[config.mk]
export PLATFORM = sky130hd
export DESIGN_NAME = catmull_rom_polyline_tessellator_top
export DESIGN_NICKNAME = d
export VERILOG_FILES = /design/src/rtl/crt_pkg.sv /design/src/rtl/catmull_rom_polyline_tessellator_top.sv /design/src/rtl/crt_blend_unit.sv
export SDC_FILE = /design/constraint.sdc
export NUM_CORES = 1
export LEC_CHECK = 0
export ABC_AREA = 1
export ABC_CLOCK_PERIOD_IN_PS = 10440
export BUFFER_PORTS_ARGS = -buffer_cell sky130_fd_sc_hd__buf_4
export CELL_PAD_IN_SITES_DETAIL_PLACEMENT = 0
export CELL_PAD_IN_SITES_GLOBAL_PLACEMENT = 1
export CORE_ASPECT_RATIO = 1.5
export CORE_UTILIZATION = 29
export CTS_CLUSTER_SIZE = 16
export DETAILED_ROUTE_END_ITERATION = 16
export GPL_TIMING_DRIVEN = 0
export PLACE_DENSITY = 0.53
export RECOVER_POWER = 25
export SKIP_CTS_REPAIR_TIMING = 1
export SLEW_MARGIN = 40
export SYNTH_ARGS = -nofsm -noshare
export SYNTH_HDL_FRONTEND = slang
export SYNTH_SLANG_ARGS = --single-unit
export TNS_END_PERCENT = 100
[constraint.sdc]
create_clock -name i_clk -period 10.44 [get_ports i_clk]
set_clock_uncertainty 0.2 [all_clocks]
set_input_delay 0.522 -clock i_clk [delete_from_list [all_inputs] [get_ports i_clk]]
set_output_delay 0.522 -clock i_clk [all_outputs]
set_load 0.01 [all_outputs]
[src/rtl/crt_pkg.sv]
package crt_pkg;

    localparam int          TAPS        = 4;
    localparam int          DIVISOR     = 250;
    localparam int          HALF_DIV    = 125;
    localparam logic [2:0]  LAST_SAMPLE = 3'd4;

    localparam logic [1:0]  POS_START = 2'd0;
    localparam logic [1:0]  POS_ONE   = 2'd1;
    localparam logic [1:0]  POS_TWO   = 2'd2;
    localparam logic [1:0]  POS_MANY  = 2'd3;

    localparam logic [2:0]  REG_SMOOTH_ADDR = 3'd0;

    typedef enum logic [1:0] {
        S_IDLE,
        S_CALC_X,
        S_CALC_Y,
        S_LOAD
    } t_state;

    typedef enum logic [2:0] {
        U_IDLE,
        U_MAC,
        U_PREP,
        U_DIV,
        U_FIN
    } t_ustate;

    typedef struct packed {
        logic       start;
        logic [2:0] sample;
    } t_blend_ctl;

    localparam logic signed [8:0] WEIGHTS [0:4][0:3] = '{
        '{-9'sd16, 9'sd228, 9'sd42,  -9'sd4 },
        '{-9'sd18, 9'sd174, 9'sd106, -9'sd12},
        '{-9'sd12, 9'sd106, 9'sd174, -9'sd18},
        '{-9'sd4,  9'sd42,  9'sd228, -9'sd16},
        '{ 9'sd0,  9'sd0,   9'sd250,  9'sd0 }
    };

    function automatic logic signed [8:0] blend_weight(input logic [2:0] s,
                                                       input logic [1:0] k);
        logic signed [8:0] w;
        case (s)
            3'd0, 3'd1, 3'd2, 3'd3, 3'd4: w = WEIGHTS[s][k];
            default:                      w = 9'sd0;
        endcase
        return w;
    endfunction

endpackage

[src/rtl/catmull_rom_polyline_tessellator_top.sv]
// Polyline tessellator: turns runs of 12.4 points into move/line-to path
// requests, optionally smoothed with uniform Catmull-Rom samples. A move or
// straight line-to point is accepted and lands in the output register at once;
// the next point can be taken in the cycle that request leaves. A smoothed
// span runs five samples through one shared multiply-accumulate and
// reciprocal divide-by-250 unit, x then y; a sample that saturates skips the
// divide, a stalled output holds a finished sample, and an end-of-run point
// that opens a span computes two spans. The point channel stays not ready
// while a span is being computed.
module catmull_rom_polyline_tessellator_top #(
    parameter int COORD_WIDTH = 16
) (
    input  logic                          i_clk,
    input  logic                          i_rst_n,
    input  logic                          psel,
    input  logic                          penable,
    input  logic                          pwrite,
    input  logic [2:0]                    paddr,
    input  logic [31:0]                   pwdata,
    output logic [31:0]                   prdata,
    output logic                          pready,
    input  logic                          i_point_valid,
    output logic                          o_point_ready,
    input  logic signed [COORD_WIDTH-1:0] i_point_x_in,
    input  logic signed [COORD_WIDTH-1:0] i_point_y_in,
    input  logic                          i_end_of_run,
    output logic                          o_path_valid,
    input  logic                          i_path_ready,
    output logic signed [COORD_WIDTH-1:0] o_path_x,
    output logic signed [COORD_WIDTH-1:0] o_path_y,
    output logic                          o_is_move,
    output logic                          o_last_of_burst
);
    import crt_pkg::*;

    t_state                        r_state, n_state;
    logic                          r_smooth;
    logic [1:0]                    r_pos;
    logic signed [COORD_WIDTH-1:0] r_hx [3];
    logic signed [COORD_WIDTH-1:0] r_hy [3];
    logic signed [COORD_WIDTH-1:0] r_px [TAPS];
    logic signed [COORD_WIDTH-1:0] r_py [TAPS];
    logic [2:0]                    r_samp;
    logic                          r_span2;
    logic signed [COORD_WIDTH-1:0] r_sx;
    logic signed [COORD_WIDTH-1:0] r_sy_hold;
    logic                          r_out_valid;
    logic signed [COORD_WIDTH-1:0] r_out_x;
    logic signed [COORD_WIDTH-1:0] r_out_y;
    logic                          r_out_move;
    logic                          r_out_last;

    logic                          accept;
    logic                          do_move;
    logic                          do_line;
    logic                          do_span;
    logic                          out_free;
    logic                          more;
    logic                          start;
    logic                          load_direct;
    logic                          load_calc;
    logic                          sel_y;
    logic                          cfg_write;
    t_blend_ctl                    blend_ctl;
    logic                          blend_done;
    logic signed [COORD_WIDTH-1:0] blend_res;

    assign pready    = 1'b1;
    assign cfg_write = psel && penable && pwrite && pready;
    assign prdata    = (paddr == REG_SMOOTH_ADDR) ? {31'd0, r_smooth} : 32'd0;

    always_comb begin
        out_free      = !r_out_valid || i_path_ready;
        o_point_ready = (r_state == S_IDLE) && out_free;
        accept        = i_point_valid && o_point_ready;
        do_move       = (r_pos == POS_START);
        do_line       = !do_move && (!r_smooth || (r_pos == POS_ONE && i_end_of_run));
        do_span       = !do_move && r_smooth && (r_pos == POS_TWO || r_pos == POS_MANY);
        more          = (r_samp != LAST_SAMPLE) || r_span2;
    end

    always_comb begin
        n_state = r_state;
        case (r_state)
            S_IDLE:   n_state = (accept && do_span) ? S_CALC_X : S_IDLE;
            S_CALC_X: n_state = blend_done ? S_CALC_Y : S_CALC_X;
            S_CALC_Y: n_state = blend_done ? S_LOAD : S_CALC_Y;
            S_LOAD:   n_state = out_free ? (more ? S_CALC_X : S_IDLE) : S_LOAD;
            default:  n_state = S_IDLE;
        endcase
    end

    always_comb begin
        start       = 1'b0;
        load_direct = 1'b0;
        load_calc   = 1'b0;
        sel_y       = 1'b0;
        case (r_state)
            S_IDLE: begin
                start       = accept && do_span;
                load_direct = accept && (do_move || do_line);
            end
            S_CALC_X: start = blend_done;
            S_CALC_Y: sel_y = 1'b1;
            S_LOAD: begin
                load_calc = out_free;
                start     = out_free && more;
            end
            default: begin
            end
        endcase
        blend_ctl = '{start: start, sample: r_samp};
    end

    crt_blend_unit #(
        .COORD_WIDTH (COORD_WIDTH)
    ) u_blend (
        .i_clk    (i_clk),
        .i_rst_n  (i_rst_n),
        .i_ctl    (blend_ctl),
        .i_c0     (sel_y ? r_py[0] : r_px[0]),
        .i_c1     (sel_y ? r_py[1] : r_px[1]),
        .i_c2     (sel_y ? r_py[2] : r_px[2]),
        .i_c3     (sel_y ? r_py[3] : r_px[3]),
        .o_done   (blend_done),
        .o_result (blend_res)
    );

    always_ff @(posedge i_clk) begin
        if (!i_rst_n) begin
            r_state     <= S_IDLE;
            r_smooth    <= 1'b0;
            r_pos       <= POS_START;
            r_out_valid <= 1'b0;
        end else begin
            r_state <= n_state;
            if (cfg_write && paddr == REG_SMOOTH_ADDR) begin
                r_smooth <= pwdata[0];
            end
            if (accept) begin
                if (i_end_of_run) begin
                    r_pos <= POS_START;
                end else if (r_pos != POS_MANY) begin
                    r_pos <= r_pos + 2'd1;
                end
            end
            if (load_direct || load_calc) begin
                r_out_valid <= 1'b1;
            end else if (i_path_ready) begin
                r_out_valid <= 1'b0;
            end
        end
    end

    always_ff @(posedge i_clk) begin
        if (accept) begin
            r_hx[2] <= r_hx[1];
            r_hy[2] <= r_hy[1];
            r_hx[1] <= r_hx[0];
            r_hy[1] <= r_hy[0];
            r_hx[0] <= i_point_x_in;
            r_hy[0] <= i_point_y_in;
        end
        if (accept && do_span) begin
            r_px[0] <= (r_pos == POS_TWO) ? r_hx[1] : r_hx[2];
            r_py[0] <= (r_pos == POS_TWO) ? r_hy[1] : r_hy[2];
            r_px[1] <= r_hx[1];
            r_py[1] <= r_hy[1];
            r_px[2] <= r_hx[0];
            r_py[2] <= r_hy[0];
            r_px[3] <= i_point_x_in;
            r_py[3] <= i_point_y_in;
            r_samp  <= '0;
            r_span2 <= i_end_of_run;
        end else if (load_calc && more) begin
            if (r_samp == LAST_SAMPLE) begin
                r_px[0] <= r_px[1];
                r_py[0] <= r_py[1];
                r_px[1] <= r_px[2];
                r_py[1] <= r_py[2];
                r_px[2] <= r_px[3];
                r_py[2] <= r_py[3];
                r_samp  <= '0;
                r_span2 <= 1'b0;
            end else begin
                r_samp <= r_samp + 3'd1;
            end
        end
        if (r_state == S_CALC_X && blend_done) begin
            r_sx <= blend_res;
        end
        if (load_direct) begin
            r_out_x    <= i_point_x_in;
            r_out_y    <= i_point_y_in;
            r_out_move <= do_move;
            r_out_last <= 1'b1;
        end else if (load_calc) begin
            r_out_x    <= r_sx;
            r_out_y    <= r_sy_hold;
            r_out_move <= 1'b0;
            r_out_last <= !more;
        end
    end

    always_ff @(posedge i_clk) begin
        if (r_state == S_CALC_Y && blend_done) begin
            r_sy_hold <= blend_res;
        end
    end

    assign o_path_valid    = r_out_valid;
    assign o_path_x        = r_out_x;
    assign o_path_y        = r_out_y;
    assign o_is_move       = r_out_move;
    assign o_last_of_burst = r_out_last;

endmodule

[src/rtl/crt_blend_unit.sv]
module crt_blend_unit #(
    parameter int COORD_WIDTH = 16
) (
    input  logic                          i_clk,
    input  logic                          i_rst_n,
    input  crt_pkg::t_blend_ctl           i_ctl,
    input  logic signed [COORD_WIDTH-1:0] i_c0,
    input  logic signed [COORD_WIDTH-1:0] i_c1,
    input  logic signed [COORD_WIDTH-1:0] i_c2,
    input  logic signed [COORD_WIDTH-1:0] i_c3,
    output logic                          o_done,
    output logic signed [COORD_WIDTH-1:0] o_result
);
    import crt_pkg::*;

    localparam int ACC_W = COORD_WIDTH + 10;
    localparam int QW    = COORD_WIDTH - 1;
    localparam int MW    = QW + 8;
    localparam int RW    = QW + 9;
    localparam int RSH   = QW + 16;
    localparam int RLO   = RW / 2;
    localparam int RHI   = RW - RLO;
    localparam int PW    = MW + RW;
    localparam logic [ACC_W-1:0] SAT_LIM = ACC_W'(DIVISOR) << QW;
    localparam logic [63:0] RECIP_FULL =
        ((64'd1 << RSH) + 64'(DIVISOR - 1)) / 64'(DIVISOR);
    localparam logic [RW-1:0]  RECIP    = RECIP_FULL[RW-1:0];
    localparam logic [RLO-1:0] RECIP_LO = RECIP[RLO-1:0];
    localparam logic [RHI-1:0] RECIP_HI = RECIP[RW-1:RLO];

    t_ustate                   r_state, n_state;
    logic [1:0]                r_k;
    logic signed [ACC_W-1:0]   r_acc;
    logic [MW-1:0]             r_mag;
    logic [PW-1:0]             r_prod;
    logic                      r_hi;
    logic                      r_neg;
    logic                      r_sat;

    logic signed [COORD_WIDTH-1:0] coord;
    logic signed [8:0]             weight;
    logic signed [COORD_WIDTH+8:0] prod;
    logic signed [ACC_W-1:0]       mac_sum;
    logic [ACC_W-1:0]              acc_abs;
    logic [ACC_W-1:0]              mag;
    logic                          sat_hit;
    logic [RHI-1:0]                recip_part;
    logic [MW+RHI-1:0]             part;
    logic [COORD_WIDTH-1:0]        q_pos;

    always_comb begin
        case (r_k)
            2'd0:    coord = i_c0;
            2'd1:    coord = i_c1;
            2'd2:    coord = i_c2;
            default: coord = i_c3;
        endcase
        weight     = blend_weight(i_ctl.sample, r_k);
        prod       = (COORD_WIDTH+9)'(weight) * (COORD_WIDTH+9)'(coord);
        mac_sum    = r_acc + ACC_W'(prod);
        acc_abs    = r_acc[ACC_W-1] ? ACC_W'(-r_acc) : ACC_W'(r_acc);
        mag        = acc_abs + ACC_W'(HALF_DIV);
        sat_hit    = (mag >= SAT_LIM);
        recip_part = r_hi ? RECIP_HI : RHI'(RECIP_LO);
        part       = (MW+RHI)'(r_mag) * (MW+RHI)'(recip_part);
        q_pos      = {1'b0, r_prod[RSH +: QW]};
    end

    always_comb begin
        n_state = r_state;
        case (r_state)
            U_IDLE, U_FIN: n_state = i_ctl.start ? U_MAC : U_IDLE;
            U_MAC:         n_state = (r_k == 2'(TAPS - 1)) ? U_PREP : U_MAC;
            U_PREP:        n_state = sat_hit ? U_FIN : U_DIV;
            U_DIV:         n_state = r_hi ? U_FIN : U_DIV;
            default:       n_state = U_IDLE;
        endcase
    end

    always_comb begin
        o_done = (r_state == U_FIN);
        if (r_sat) begin
            o_result = r_neg ? {1'b1, {QW{1'b0}}} : {1'b0, {QW{1'b1}}};
        end else begin
            o_result = r_neg ? -q_pos : q_pos;
        end
    end

    always_ff @(posedge i_clk) begin
        if (!i_rst_n) begin
            r_state <= U_IDLE;
        end else begin
            r_state <= n_state;
        end
    end

    always_ff @(posedge i_clk) begin
        case (r_state)
            U_IDLE, U_FIN: begin
                if (i_ctl.start) begin
                    r_acc <= '0;
                    r_k   <= '0;
                end
            end
            U_MAC: begin
                r_acc <= mac_sum;
                r_k   <= r_k + 2'd1;
            end
            U_PREP: begin
                r_neg <= r_acc[ACC_W-1];
                r_sat <= sat_hit;
                r_mag <= mag[MW-1:0];
                r_hi  <= 1'b0;
            end
            U_DIV: begin
                if (r_hi) begin
                    r_prod <= r_prod + (PW'(part) << RLO);
                end else begin
                    r_prod <= PW'(part);
                end
                r_hi <= 1'b1;
            end
            default: begin
            end
        endcase
    end

endmodule

==> out/qor.yml, run 1 <==
status: "complete, but fails checks"
violations: "negative hold slack"
rrSetupSlack_ns: 1.71
synth.area.top_cells: "edfxtp_1, fa_1, ha_1"
syn_area_um2: 30900
yosys_most_used_dff: "edfxtp_1"
arrival_ns: 8.89
drt-wirelength-per-cell_um: 19.6
vias: 22400
timing.rr.start: "u_blend.r_hi$_DFFE_PP_"
area_growth_pct: 14.6
synth_seq_cells: 389
tns_ns: 0
path_depth: 33
grt_util_met2_pct: 36.2
irDropWorstVdd_v: 0.000122
crit_family: "adder cells"
yosysTopAreaCell: "edfxtp_1"
dp_slack_ns: 1.47
fill_cells: 11300
synth_most_common_cell: "inv_1"
final_nets: 4090
root_buffer: "clkbuf_16"
synthCells: 3291
utilization_pct: 33.5
place_congestion: 0.846
io_buffer_count: 80
worst_slack_ns: 1.71
yosys.area.top_type_share_pct: 36.6
first_pass_iters: 5
synth_edf_count: 376
hold_viol: 2
final_area_um2: 35400
layout_min_cycle_time_ns: 8.73
drc_errors: 0
finalSetupViolations: 0
critPathRequiredTime_ns: 10.60
cts_tree: "built"
use_met3_pct: 1.72
worst_slew_pin_slew_ns: 1.34
grt_busiest_layer: "met2"
slew_violations: 0
fin_crit_sh_pct: 83.7
cts_max_path_buffers: 3
viasPerCell: 4.51
die_x_um: 268
ys_async_sr_fraction_pct: 0
hpwl_um: 80200
rr_worst_depth: 33
synth.distinct_cells: 55
start_kind: "flip-flop"
power_mw: 5.61
min_from: "i_rst_n"
r2r_end: "u_blend.r_prod[43]$_SDFFCE_PN0P_"
grt_pass1_vias: 23900
rows: 146
htreeDepth: 2
pin_count: 144
crit_top_cell: "nand2_1"
power_density_nw_per_um2: 159
cp_slowest_stage_delay_ns: 0.66
numPlacedInstances: 4850
cp-end-kind: "flip-flop"
grt_max_degree: 53
max_slew_margin_pct: 10.3
leakage_nw: 15.8
critPathSlowestCell: "clkbuf_1"
hold-worst-slack_ns: -0.00410
yosys_warnings: 0
rsz0062_at_grt: "no"
stdcell_count: 4968
crit_type: "reg -> reg"
crit_start: "u_blend.r_hi$_DFFE_PP_"
place_area_um2: 33800
clock_latency_ns: 0.62
grt-ovfl-total: 0
syn_avg_cell_area_um2: 9.38
grt_use_met1_pct: 20.0
grt_util_all_layers_pct: 18.5
initial_core_util_pct: 29.2
routed_wl_um: 97300
cts_sinks: 389
maxCapViolations: 0
cts_buffers: 46
crit_end: "u_blend.r_prod[43]$_SDFFCE_PN0P_"
grt_pass1_wl_um: 148000
seq_area_frac_synth_pct: 37.4
ant_nets: 0
clk_pin_slew_ns: 0.06
worst-path-buf-inv: 7
crit_path_max_fanout: 10
die_area_um2: 108000
drive_gt1_share_pct: 6.69
core_area_um2: 106000
synth_common_cells: "inv_1, nand2_1, edfxtp_1"
antenna_found_initial: 1
die_y_um: 402
drtIter0Drc: 1014
fmax_ghz: 0.115
hp-class: "in -> reg"
power breakdown:
part | internal [mW] | switching (mW) | total (mW) | leakage (nW)
sequential | 1.76 | 0.0161 | 1.78 | 3.58
clock | 0.953 | 0.712 | 1.67 | 0.742
combinational | 0.782 | 1.38 | 2.17 | 11.5
total | 3.50 | 2.11 | 5.61 | 15.8
area by class of cell:
class	count	area (µm²)	share of cell area, %
Multi-Input combinational cell	2218	16700	47.2
Sequential cell	389	11600	32.6
Inverter	625	2350	6.65
Tap cell	1406	1760	4.97
Clock buffer	55	1190	3.38
Timing Repair Buffer	134	920	2.60
Buffer	109	551	1.56
Clock inverter	30	348	0.983
Antenna cell	2	5.00	0.0141
worst min-delay path by stage:
stage                                                to  cells after the start
after floorplan                   r_hx[0][16]$_DFFE_PP_                      0
after global placement            r_hy[0][26]$_DFFE_PP_                      0
after detailed placement          r_hx[0][23]$_DFFE_PP_                      0
after CTS                          r_hx[0][3]$_DFFE_PP_                      1
after global routing      u_blend.r_state[1]$_SDFF_PN0_                      3
final                     u_blend.r_state[1]$_SDFF_PN0_                      3
cell usage in the layout (no fill, tap or decap), types with 31 or more instances in the layout:
cell	count
dlygate4sd3_1	31
clkbuf_1	125
a21oi_1	196
nand3_1	70
xor2_1	51
clkbuf_16	46
inv_1	615
buf_4	60
o211ai_1	34
fa_1	268
nor2_1	311
conb_1	52
o21ai_0	204
nand2_1	550
ha_1	224
edfxtp_1	376
worst register-to-register path: cells and delay by family (launching register included):
family / cells / cell delay (ns)
AOI/OAI and AO/OA: 6 / 1.50
xor gates and xnor gates: 1 / 0.49
adders and majority gates: 7 / 2.89
buffers and inverters: 7 / 1.50
DFF: 1 / 0.45
and+or+nand+nor: 12 / 1.43
metal layers:
layer	part of all wire (%)	up-vias
met5	0	-
met4	4.0	0
met3	2.4	123
met2	56	312
met1	37	10900
li1	-	11100
kinds of logic (layout without fill, tap and decap cells):
kind of cell / after synthesis / count (layout) / share of synthesized area (%)
XOR/XNOR: 73 / 73 / 2.13
adder cells (fa/ha/maj): 492 / 492 / 26.5
buffers and inverters: 734 / 953 / 9.36
multiplexers: 20 / 20 / 0.713
AO/OA/AOI/OAI: 556 / 556 / 10.2
AND/OR/NAND/NOR: 1025 / 1025 / 13.7
other: 2 / 54 / 0.0243
flip-flops: 389 / 389 / 37.4
registers in the layout, indices dropped and copies added, names as in the netlist, 2 cells and up:
signal,cells
r_state,2
r_samp,3
o_path_x,16
r_sx,16
r_sy_hold,16
r_px,64
u_blend.r_mag,22
r_pos,2
u_blend.r_k,2
r_hy,48
r_hx,48
u_blend.r_acc,25
o_path_y,16
u_blend.r_prod,34
r_py,64
u_blend.r_state,3
(Power assumes the default switching activity.)
==> run 2: changes to the inputs <==
--- a/config.mk
+++ b/config.mk
@@ -5,8 +5,8 @@
 export SDC_FILE = /design/constraint.sdc
 export NUM_CORES = 1
 export LEC_CHECK = 0
-export ABC_AREA = 1
-export ABC_CLOCK_PERIOD_IN_PS = 10440
+export ABC_AREA = 0
+export ABC_CLOCK_PERIOD_IN_PS = 7300
 export BUFFER_PORTS_ARGS = -buffer_cell sky130_fd_sc_hd__buf_4
 export CELL_PAD_IN_SITES_DETAIL_PLACEMENT = 0
 export CELL_PAD_IN_SITES_GLOBAL_PLACEMENT = 1
==> constraint.sdc (replaced) <==
create_clock -name i_clk -period 7.3 [get_ports i_clk]
set_clock_uncertainty 0.2 [all_clocks]
set_input_delay 0.365 -clock i_clk [delete_from_list [all_inputs] [get_ports i_clk]]
set_output_delay 0.365 -clock i_clk [all_outputs]
set_load 0.01 [all_outputs]
==> out/qor.yml, run 2 <==
dp_slack_ns: -2.56
clkPwrFrac_pct: 33.8
area_growth_pct: 21.7
crit_type: "reg -> reg"
finalSetupViolations: 2
antenna_found_initial: 1
grt_util_all_layers_pct: 16.6
first_pass_iters: 6
worst_slew_pin_slew_ns: 2.61
vias: 20600
cts_max_path_buffers: 3
clock_latency_ns: 0.61
pwr-share-comb_pct: 29.0
power_density_nw_per_um2: 186
cts_tree: "built"
grt-ovfl-total: 0
diodes: 0
die_x_um: 265
synth_top_family_by_area: "adder cells"
power_mw: 6.81
pin_count: 144
worst_slack_ns: -0.250
io_buffer_count: 80
arrival_ns: 7.71
syn_avg_cell_area_um2: 11.4
final_cell_mix: "inv_1, edfxtp_1, fa_1"
yosys_most_used_dff: "edfxtp_1"
synthAdderAreaFrac_pct: 27.2
drtIter0Drc: 1177
yosysTopAreaCell: "edfxtp_1"
synth_edf_count: 376
synthXorXnorAreaFrac_pct: 3.72
yosys.area.top_type_share_pct: 37.5
place_congestion: 0.819
cp-end-kind: "flip-flop"
synth_most_common_cell: "inv_1"
synth_seq_cells: 389
synth.distinct_cells: 87
p_seq_share_pct: 37.2
grt_pass1_vias: 21600
hp-class: "in -> reg"
p_int_mw: 4.74
critPathRequiredTime_ns: 7.46
ant_nets: 0
root_buffer: "clkbuf_16"
syn_area_um2: 30100
final_common_cell: "inv_1"
utilization_pct: 35.6
rsz0062_at_grt: "yes"
hpwl_um: 69900
crit_top_cell: "fa_1"
clk_pin_slew_ns: 0.07
grt_pass1_wl_um: 132000
power.switching_mw: 2.07
p_sw_share_pct: 30.4
fmax_ghz: 0.132
hold_viol: 1
rows: 144
routed_wl_um: 88500
critPathSlowestCell: "fa_1"
cts_sinks: 389
synthSimpleGateAreaFrac_pct: 9.08
start_kind: "flip-flop"
synth.area.top_cells: "edfxtp_1, fa_1, ha_1"
leakage_nw: 14.7
fin_crit_sh_pct: 103
crit_path_max_fanout: 6
final_nets: 3514
cp_slowest_stage_delay_ns: 0.50
viasPerCell: 4.79
layout_min_cycle_time_ns: 7.55
violations: "negative hold slack, max-capacitance violations, max-slew violations, negative setup slack"
cts_buffers: 42
maxCapViolations: 1
grt_max_degree: 72
drc_errors: 0
synth_common_cells: "inv_1, edfxtp_1, fa_1"
drive_gt1_share_pct: 19.9
slew_violations: 36
yosys_warnings: 0
hold-worst-slack_ns: -0.0231
synth_compound_area_share_pct: 8.61
die_area_um2: 105000
status: "complete, but fails checks"
core_area_um2: 103000
largest_registers: "r_px x64, r_py x64"
ys_async_sr_fraction_pct: 0
irDropWorstVdd_v: 0.000151
synthCells: 2640
htreeDepth: 2
seq_area_frac_synth_pct: 38.4
die_y_um: 396
initial_core_util_pct: 29.3
max_slew_margin_pct: -74.0
muxShareOfSynthArea_pct: 6.39
drt-wirelength-per-cell_um: 20.6
[run 2: cell types whose count changed after synthesis, sizes merged, moves of 90 or more]
cell   change
nor2     -121
inv      -225
mux2      +90
o21ai    -111
nand2    -394
a21oi    -115
[run 2: power by group through the flow]
stage               Clock (mW)  Combinational [mW]  Sequential [mW]
global route              2.43                2.19             2.54
global placement             0                1.59             2.59
floorplan                    0                1.17             2.58
finish                    2.30                1.98             2.54
detailed placement           0                1.59             2.58
CTS                       2.36                1.61             2.54
[run 2: worst max-delay path, delay by kind of cell, from the launching register on]
kind                     cells  cell delay (ns)
AND/OR/NAND/NOR              6             0.68
AO/OA/AOI/OAI                8             1.90
XOR/XNOR                     3             0.46
adder cells (fa/ha/maj)      7             2.82
buffers and inverters        8             0.87
flip-flops                   1             0.36
[run 2: cell type report]
cell class	count	area, µm²
buffer	100	771
tap	1314	1640
clock inverter	26	362
fill	10300	66100
sequential	389	11600
multi-input combinational	1804	17900
timing repair buffer	216	1700
inverter	394	1510
clock buffer	52	1120
[run 2: metal layers]
layer  vias up  wire (µm)  track usage (%)
met4         0       2920             5.84
met2       373      50200             32.9
met5         -          0                0
met1     10400      32800             18.0
li1       9658          -                -
met3       115       2620             1.54
[run 2: logic make-up (layout without fill, tap and decap cells)]
logic type,count (synthesis),in the layout
other,2,52
AOI/OAI and AO/OA,388,388
buffers and inverters,497,788
DFF,389,389
adders and majority gates,492,492
xor gates and xnor gates,126,126
muxes,160,160
and+or+nand+nor,586,586
[run 2: worst paths after layout]
path	from	to	slack [ns]	depth (start not counted)
worst max-delay path	u_blend.r_hi$_DFFE_PP_	u_blend.r_prod[45]$_SDFFCE_PN0P_	-0.25	32
worst min-delay path	penable	r_smooth$_SDFFE_PN0P_	-0.02	4
worst max register to register	u_blend.r_hi$_DFFE_PP_	u_blend.r_prod[45]$_SDFFCE_PN0P_	-0.25	32
worst min register to register	r_hx[0][10]$_DFFE_PP_	r_hx[0][26]$_DFFE_PP_	0.24	0
[run 2: per-stage QoR]
stage          hold WS (ns)  area, µm²  TNS, ns  instances
2_1_floorplan         0.222      30300        0       2690
3_3_place_gp          0.226      32500  -288.23       4084
3_5_place_dp          0.232      32900   -42.60       4104
4_1_cts              -0.281      34400   -44.12       4182
5_1_grt              0.0266      36600    -1.93       4295
6_report            -0.0231      36600   -0.378       4295
